`src/rtl/core/pqsc_pkg.sv`:
```
// ----------------------------------------------------------------------------
// pqsc_pkg
// Shared types and codes for the sorted priority queue with scheduling cursor.
// ----------------------------------------------------------------------------
package pqsc_pkg;

  localparam int DEPTH   = 64;
  localparam int IDX_W   = $clog2(DEPTH);
  localparam int CNT_W   = IDX_W + 1;
  localparam int ID_W    = 32;
  localparam int PRIO_W  = 16;
  localparam int STAT_W  = 2;
  localparam int KIND_W  = 3;

  // operation codes
  localparam logic [KIND_W-1:0] KIND_APPEND     = 3'd0;
  localparam logic [KIND_W-1:0] KIND_INSERT     = 3'd1;
  localparam logic [KIND_W-1:0] KIND_TAKE_HEAD  = 3'd2;
  localparam logic [KIND_W-1:0] KIND_TAKE_SCHED = 3'd3;
  localparam logic [KIND_W-1:0] KIND_CLEAR      = 3'd4;

  // result status codes
  localparam logic [STAT_W-1:0] STAT_DONE    = 2'd0;
  localparam logic [STAT_W-1:0] STAT_EMPTY   = 2'd1;
  localparam logic [STAT_W-1:0] STAT_FULL    = 2'd2;
  localparam logic [STAT_W-1:0] STAT_ZERO_ID = 2'd3;

  // appended entries sit at priority -1
  localparam logic signed [PRIO_W-1:0] APPEND_PRIO = '1;

  typedef struct packed {
    logic [KIND_W-1:0]        kind;
    logic [ID_W-1:0]          entry_id;
    logic signed [PRIO_W-1:0] priority_req;
  } cmd_t;

  typedef struct packed {
    logic [STAT_W-1:0]        status;
    logic [ID_W-1:0]          taken_id;
    logic signed [PRIO_W-1:0] taken_priority;
    logic [6:0]               count;
  } res_t;

  typedef struct packed {
    logic [ID_W-1:0]          id;
    logic signed [PRIO_W-1:0] prio;
  } entry_t;

  localparam int ENTRY_W = $bits(entry_t);

  typedef enum logic [2:0] {
    ST_IDLE,
    ST_INS,
    ST_INS_TAIL,
    ST_TAKE,
    ST_DONE
  } state_t;

endpackage

```
`src/rtl/core/pqsc_ram.sv`:
```
// ----------------------------------------------------------------------------
// pqsc_ram
// Generic single-write, single-read RAM with registered read data.
// ----------------------------------------------------------------------------
module pqsc_ram #(
  parameter int WIDTH = 8,
  parameter int DEPTH = 16
) (
  input  logic                     clk,
  input  logic                     we,
  input  logic [$clog2(DEPTH)-1:0] waddr,
  input  logic [WIDTH-1:0]         wdata,
  input  logic [$clog2(DEPTH)-1:0] raddr,
  output logic [WIDTH-1:0]         rdata
);

  logic [WIDTH-1:0] mem [DEPTH];

  always_ff @(posedge clk) begin
    if (we) begin
      mem[waddr] <= wdata;
    end
    rdata <= mem[raddr];
  end

endmodule

```
`src/rtl/core/priority_queue_with_sched_cursor.sv`:
```
// ----------------------------------------------------------------------------
// priority_queue_with_sched_cursor
// Ordered queue of (id, signed priority) entries with a scheduling cursor.
// ----------------------------------------------------------------------------
// The queue lives in one 64 x 48 RAM with a registered read port; all
// reordering is done by a single walk over that RAM, one entry per cycle.
// Append, clear, unknown kinds and rejected items (zero id, full queue,
// empty take) go from idle straight to the result state. Insert into a
// non-empty queue walks from the head to the tail, placing the new entry in
// front of the first entry whose priority is not greater and sliding the
// rest back. A take reads the removed entry and slides everything behind
// it forward. cmd_ready is high only while the sequencer is idle; the
// result register holds a finished item until res_ready, and the next
// command is taken while it waits. Storage needs no clearing after reset:
// only positions below the count are ever read.
// ----------------------------------------------------------------------------
module priority_queue_with_sched_cursor (
  input  logic           clk,
  input  logic           rst,
  input  logic           cmd_valid,
  output logic           cmd_ready,
  input  pqsc_pkg::cmd_t cmd,
  output logic           res_valid,
  input  logic           res_ready,
  output pqsc_pkg::res_t res
);
  import pqsc_pkg::*;

  // control state
  state_t           state, state_next;
  logic [CNT_W-1:0] occ, occ_next;          // entries held
  logic [IDX_W-1:0] cur_idx, cur_idx_next;  // scheduling cursor
  logic             cur_vld, cur_vld_next;
  logic             res_valid_next;

  // walk state
  logic [IDX_W-1:0] ra, ra_next;            // read address being issued
  logic             d_vld, d_vld_next;      // RAM data valid this cycle
  logic [IDX_W-1:0] d_idx, d_idx_next;      // address of the RAM data
  logic             placed, placed_next;    // insert: new entry written
  logic [IDX_W-1:0] ins_pos, ins_pos_next;  // insert: where it went
  logic [IDX_W-1:0] pos, pos_next;          // take: position removed

  // payload
  cmd_t              cmd_q, cmd_q_next;
  entry_t            held, held_next;       // entry displaced by the insert
  logic [STAT_W-1:0] rstat, rstat_next;
  entry_t            taken, taken_next;
  res_t              res_next;

  // RAM port
  logic             ram_we;
  logic [IDX_W-1:0] ram_waddr;
  entry_t           ram_wdata;
  entry_t           ram_rdata;

  logic   cv_eff;
  logic   last;
  entry_t new_ent;

  pqsc_ram #(
    .WIDTH (ENTRY_W),
    .DEPTH (DEPTH)
  ) u_store (
    .clk   (clk),
    .we    (ram_we),
    .waddr (ram_waddr),
    .wdata (ram_wdata),
    .raddr (ra),
    .rdata (ram_rdata)
  );

  assign cmd_ready = (state == ST_IDLE);

  // a cursor past the tail counts as no cursor
  assign cv_eff  = cur_vld && ({1'b0, cur_idx} < occ);
  assign last    = d_vld && ({1'b0, d_idx} == (occ - CNT_W'(1)));
  assign new_ent = '{id: cmd_q.entry_id, prio: cmd_q.priority_req};

  always_ff @(posedge clk) begin
    if (rst) begin
      state     <= ST_IDLE;
      occ       <= '0;
      cur_idx   <= '0;
      cur_vld   <= 1'b0;
      res_valid <= 1'b0;
      d_vld     <= 1'b0;
      placed    <= 1'b0;
    end else begin
      state     <= state_next;
      occ       <= occ_next;
      cur_idx   <= cur_idx_next;
      cur_vld   <= cur_vld_next;
      res_valid <= res_valid_next;
      d_vld     <= d_vld_next;
      placed    <= placed_next;
    end
  end

  always_ff @(posedge clk) begin
    ra      <= ra_next;
    d_idx   <= d_idx_next;
    ins_pos <= ins_pos_next;
    pos     <= pos_next;
    cmd_q   <= cmd_q_next;
    held    <= held_next;
    rstat   <= rstat_next;
    taken   <= taken_next;
    res     <= res_next;
  end

  always_comb begin
    state_next     = state;
    occ_next       = occ;
    cur_idx_next   = cur_idx;
    cur_vld_next   = cur_vld;
    res_valid_next = res_valid;
    ra_next        = ra;
    d_vld_next     = 1'b0;
    d_idx_next     = d_idx;
    placed_next    = placed;
    ins_pos_next   = ins_pos;
    pos_next       = pos;
    cmd_q_next     = cmd_q;
    held_next      = held;
    rstat_next     = rstat;
    taken_next     = taken;
    res_next       = res;
    ram_we         = 1'b0;
    ram_waddr      = occ[IDX_W-1:0];
    ram_wdata      = new_ent;

    if (res_valid && res_ready) begin
      res_valid_next = 1'b0;
    end

    case (state)
      ST_IDLE: begin
        if (cmd_valid) begin
          cmd_q_next   = cmd;
          cur_vld_next = cv_eff;
          rstat_next   = STAT_DONE;
          taken_next   = '0;
          placed_next  = 1'b0;
          state_next   = ST_DONE;
          case (cmd.kind)
            KIND_APPEND, KIND_INSERT: begin
              if (cmd.entry_id == '0) begin
                rstat_next = STAT_ZERO_ID;
              end else if (occ == CNT_W'(DEPTH)) begin
                rstat_next = STAT_FULL;
              end else if (cmd.kind == KIND_APPEND) begin
                ram_we    = 1'b1;
                ram_waddr = occ[IDX_W-1:0];
                ram_wdata = '{id: cmd.entry_id, prio: APPEND_PRIO};
                occ_next  = occ + CNT_W'(1);
                if (!cv_eff) begin
                  cur_idx_next = occ[IDX_W-1:0];
                  cur_vld_next = 1'b1;
                end
              end else if (occ == '0) begin
                ram_we       = 1'b1;
                ram_waddr    = '0;
                ram_wdata    = '{id: cmd.entry_id, prio: cmd.priority_req};
                occ_next     = CNT_W'(1);
                cur_idx_next = '0;
                cur_vld_next = 1'b1;
              end else begin
                ra_next    = '0;
                state_next = ST_INS;
              end
            end
            KIND_TAKE_HEAD, KIND_TAKE_SCHED: begin
              if (occ == '0) begin
                rstat_next = STAT_EMPTY;
              end else if (cmd.kind == KIND_TAKE_HEAD) begin
                pos_next   = '0;
                ra_next    = '0;
                state_next = ST_TAKE;
              end else begin
                // no cursor restarts at the head
                pos_next     = cv_eff ? cur_idx : '0;
                ra_next      = cv_eff ? cur_idx : '0;
                cur_idx_next = cv_eff ? cur_idx : '0;
                cur_vld_next = 1'b1;
                state_next   = ST_TAKE;
              end
            end
            KIND_CLEAR: begin
              occ_next     = '0;
              cur_idx_next = '0;
              cur_vld_next = 1'b0;
            end
            default: begin
            end
          endcase
        end
      end

      // head-to-tail walk: find the slot, then ripple entries back by one
      ST_INS: begin
        ra_next    = ra + IDX_W'(1);
        d_vld_next = 1'b1;
        d_idx_next = ra;
        if (d_vld) begin
          ram_waddr = d_idx;
          if (placed) begin
            ram_we    = 1'b1;
            ram_wdata = held;
            held_next = ram_rdata;
          end else if (ram_rdata.prio <= cmd_q.priority_req) begin
            ram_we       = 1'b1;
            ram_wdata    = new_ent;
            held_next    = ram_rdata;
            placed_next  = 1'b1;
            ins_pos_next = d_idx;
          end
        end
        if (last) begin
          d_vld_next = 1'b0;
          state_next = ST_INS_TAIL;
        end
      end

      ST_INS_TAIL: begin
        ram_we    = 1'b1;
        ram_waddr = occ[IDX_W-1:0];
        ram_wdata = placed ? held : new_ent;
        occ_next  = occ + CNT_W'(1);
        // cursor follows its entry when the insert lands at or before it
        if (placed && cur_vld && (cur_idx >= ins_pos)) begin
          cur_idx_next = cur_idx + IDX_W'(1);
        end
        state_next = ST_DONE;
      end

      // read the removed entry, then slide the tail forward by one
      ST_TAKE: begin
        ra_next    = ra + IDX_W'(1);
        d_vld_next = 1'b1;
        d_idx_next = ra;
        if (d_vld) begin
          if (d_idx == pos) begin
            taken_next = ram_rdata;
          end else begin
            ram_we    = 1'b1;
            ram_waddr = d_idx - IDX_W'(1);
            ram_wdata = ram_rdata;
          end
        end
        if (last) begin
          d_vld_next = 1'b0;
          occ_next   = occ - CNT_W'(1);
          if (cmd_q.kind == KIND_TAKE_HEAD) begin
            if (cur_vld) begin
              if (cur_idx != '0) begin
                cur_idx_next = cur_idx - IDX_W'(1);
              end else if (occ == CNT_W'(1)) begin
                cur_vld_next = 1'b0;
              end
            end
          end else if ({1'b0, pos} >= (occ - CNT_W'(1))) begin
            // cursor ran off the tail
            cur_vld_next = 1'b0;
            cur_idx_next = '0;
          end
          state_next = ST_DONE;
        end
      end

      ST_DONE: begin
        if (!res_valid || res_ready) begin
          res_next.status         = rstat;
          res_next.taken_id       = taken.id;
          res_next.taken_priority = taken.prio;
          res_next.count          = occ;
          res_valid_next          = 1'b1;
          state_next              = ST_IDLE;
        end
      end

      default: begin
        state_next = ST_IDLE;
      end
    endcase
  end

endmodule

```
`config.mk`:
```
export PLATFORM = sky130hd
export DESIGN_NAME = priority_queue_with_sched_cursor
export DESIGN_NICKNAME = d
export VERILOG_FILES = /design/src/rtl/core/pqsc_pkg.sv /design/src/rtl/core/pqsc_ram.sv /design/src/rtl/core/priority_queue_with_sched_cursor.sv
export SDC_FILE = /design/constraint.sdc
export NUM_CORES = 2
export LEC_CHECK = 0
export BUFFER_PORTS_ARGS = -buffer_cell sky130_fd_sc_hd__buf_2
export CORE_MARGIN = 5
export CORE_UTILIZATION = 50
export DETAILED_ROUTE_END_ITERATION = 10
export GPL_TIMING_DRIVEN = 0
export MAX_ROUTING_LAYER = met4
export PLACE_DENSITY = 0.76
export SYNTH_ARGS = -nofsm -noshare
export SYNTH_HDL_FRONTEND = slang
export SYNTH_SLANG_ARGS = --single-unit
```
`constraint.sdc`:
```
create_clock -name clk -period 10.75 [get_ports clk]
set_input_delay 2.15 -clock clk [delete_from_list [all_inputs] [get_ports clk]]
set_output_delay 2.15 -clock clk [all_outputs]
set_load 0.03 [all_outputs]
```
==> results.toml <==
[clocking]
htreeDepth = 5
ctsResizeCount = 0
cts_tree = "built"
cts.sinks = 3370
clk_pin_slew_ns = 0.06
root_buffer = "clkbuf_16"
cts_buffers = 336
insertion_delay_ns = 1.00
cts_setup_buffers = 0
cts_hold_buf = 0
cts.path.max_buffers = 4

[cells_and_area]
fillerInstances = 16866
syn2layout_area_growth_pct = 17.3
fin_cells = 10002
mostFrequentLayoutCells = "3302 x edfxtp_1, 1008 x mux4_2, 340 x clkbuf_16"
final_common_cell = "edfxtp_1"
drive_gt1_frac = 0.327
final-seq-area_um2 = 101000
multiInputGateArea_um2 = 29400
nets = 6384

[placement]
dp_cells = 9352
io_buffers = 112
dpl.hpwl_mm = 258
routabilityCongestion = 0.916
dp_slack_ns = 3.63

[floorplanning]
die_h_um = 520
io_pins = 114
die_w_um = 520
initial_utilization = 0.502
rows = 187
dieArea_um2 = 271000
fp.coreArea_um2 = 259000

[power_and_ir_drop]
irDropWorstVdd_mv = 0.181
clock_power_share = 0.373
power.total_mw = 31.2
p_comb_frac = 0.130
power_density_nw_per_um2 = 205
p_int_mw = 23.4
p_seq_frac = 0.498
power_leakage_nw = 47.9
switching_share = 0.252
power_switching_mw = 7.88

[sta]
rsz0062_at_grt = "false"
hold_slack_ns = 0.401
fin_crit_sh = 0.587
worst_slack_ns = 4.44
maxSlewHeadroom = -0.0191
slew_viol_final = 11
finalHoldViolCount = 0
setup_violations = 0
max_freq_mhz = 158
post-route-min-period_ns = 6.31
tightestPinTransition_ns = 1.53
fin_skew_ns = 0.0689

[yosys]
syn_area_um2 = 130000
yosysWarnings = 0
synth.net_count = 5613
yosys_register_bits = 3370
synth_edf_count = 3302
synthFlopType = "edfxtp_1"
syn_inst = 5518
seq_area_frac_synth = 0.772
avgSynthCellArea_um2 = 23.6
async_flop_share = 0
synth_cell_types = 83

[global_route]
grt_usage = 0.305
grt_antenna_before_repair = 43
grt_pass1_vias = 69868
grt_max_degree = 58
grt_pass1_wl_mm = 557
overflow = 0

[detailed_routing]
drt-vias-per-instance = 7.00
dr.pass1.iters = 6
routed_wl_mm = 404
dr_total_vias = 69998
drc = 0
drtIter0Drc = 12436
drtAntennaViolNets = 0
routedWlPerCell_um = 40.4

[critical_path]
cp_max_fo = 14
setup.worst_path.start_class = "primary input"
worst_r2r_path_depth = 13
criticalPathCategory = "in -> reg"
cp.arrival_ns = 7.02
crit_required_ns = 11.46
ff2ff_setup_slack_ns = 4.85
rr_startpoint = "occ[1]"
r2r-end = "u_store.mem[28][22]"
end_kind = "register"

[hold_path]
hp-class = "reg -> reg"
hold_start = "taken[42]"
holdPathStages = 0
worstHoldEndpoint = "res[49]"

[job]
maxCapViolCount = 1

[run_status]
violations = "capacitance limit, slew limit"
outcome = "finished with violations"
## per-layer routing
metal	routed length, um	vias up	GRT usage	part of all wire
li1	-	25464	-	-
met1	127000	36177	0.356	0.31
met2	195000	6883	0.472	0.48
met3	57400	1474	0.106	0.14
met4	25600	0	0.158	0.063
met5	0	-	-	0
## registers in the layout, summed over array words and instances, names as in the netlist, 6 cells and up
name / flops
d_idx: 6
cur_idx: 6
res: 57
u_store.rdata: 48
ins_pos: 6
pos: 6
held: 48
ra: 6
u_store.mem: 3072
taken: 48
occ: 7
cmd_q: 51
## metrics by stage
step / setup TNS, ns / instance area, um2 / util
6_report: 0 / 153000 / 0.589
3_3_place_gp: -4804.00 / 135000 / 0.521
5_1_grt: 0 / 153000 / 0.588
3_5_place_dp: 0 / 142000 / 0.547
2_1_floorplan: 0 / 130000 / -
4_1_cts: 0 / 153000 / 0.588
## layout make-up
type	instances	share of cell area
sequential	3370	0.658
multi-input combinational	1758	0.192
clock buffer	429	0.0588
timing repair buffer	433	0.0410
tap	3402	0.0279
clock inverter	160	0.0103
buffer	316	0.00882
inverter	74	0.00182
antenna	60	0.000983
## synth_stat cells (all sizes together), types with 11 or more instances
| master | number | area, um2 |
|---|---|---|
| nand2b | 20 | 125 |
| xor2 | 11 | 96.3 |
| inv | 71 | 267 |
| dfxtp | 68 | 1360 |
| a21oi | 67 | 339 |
| nor2b | 24 | 150 |
| nand3 | 25 | 125 |
| mux2i | 20 | 200 |
| buf | 108 | 533 |
| nor4 | 13 | 103 |
| xnor2 | 15 | 139 |
| a222oi | 17 | 170 |
| mux4 | 1008 | 22700 |
| ha | 40 | 500 |
| nor2 | 39 | 156 |
| o221a | 15 | 169 |
| and3 | 56 | 350 |
| o21ai | 62 | 314 |
| clkbuf | 208 | 781 |
| nand2 | 54 | 203 |
| a221oi | 37 | 330 |
| nor3 | 18 | 95.1 |
| edfxtp | 3302 | 99200 |
| a221o | 20 | 200 |
| a211oi | 82 | 766 |
## worst max path at each step
stage | slack, ns | depth (start not counted) | startpoint | endpoint
2_1_floorplan | 2.70 | 9 | cmd[33] | u_store.mem[23][0]
3_3_place_gp | -3.97 | 9 | cmd[33] | u_store.mem[15][39]
3_5_place_dp | 3.63 | 11 | cmd[33] | u_store.mem[28][23]
4_1_cts | 4.55 | 11 | cmd[33] | u_store.mem[28][22]
5_1_grt | 4.38 | 11 | cmd[23] | u_store.mem[28][16]
6_report | 4.44 | 11 | cmd[33] | u_store.mem[28][22]
## power by group through the flow
stage / Combinational [mW] / Sequential [mW] / Clock [mW]
after global routing: 4.17 / 15.5 / 12.3
final: 4.05 / 15.5 / 11.6
after detailed placement: 3.81 / 15.8 / 0
after floorplan: 2.04 / 15.8 / 0
after CTS: 3.94 / 15.5 / 11.7
after global placement: 3.27 / 16.0 / 0
## cells by family after synthesis
logic type,count (synthesis),share of synthesized area
fa+ha+maj,40,0.00384
flops,3370,0.772
compound gates,366,0.0218
buf+inv,390,0.0122
xor+xnor,26,0.00181
mux,1028,0.176
simple gates,298,0.0127
## worst max-delay path, cell delays in order
cell and delay (ns):
buf_2 0.14, nor4_1 0.36, nand4_1 0.37, o211ai_2 0.60
nor2_4 0.21, a221oi_2 1.04, clkbuf_1 1.04, a211oi_4 0.42
buf_16 0.30, buf_8 0.16, buf_8 0.17
Note: power is estimated with default switching activity, not from simulation.
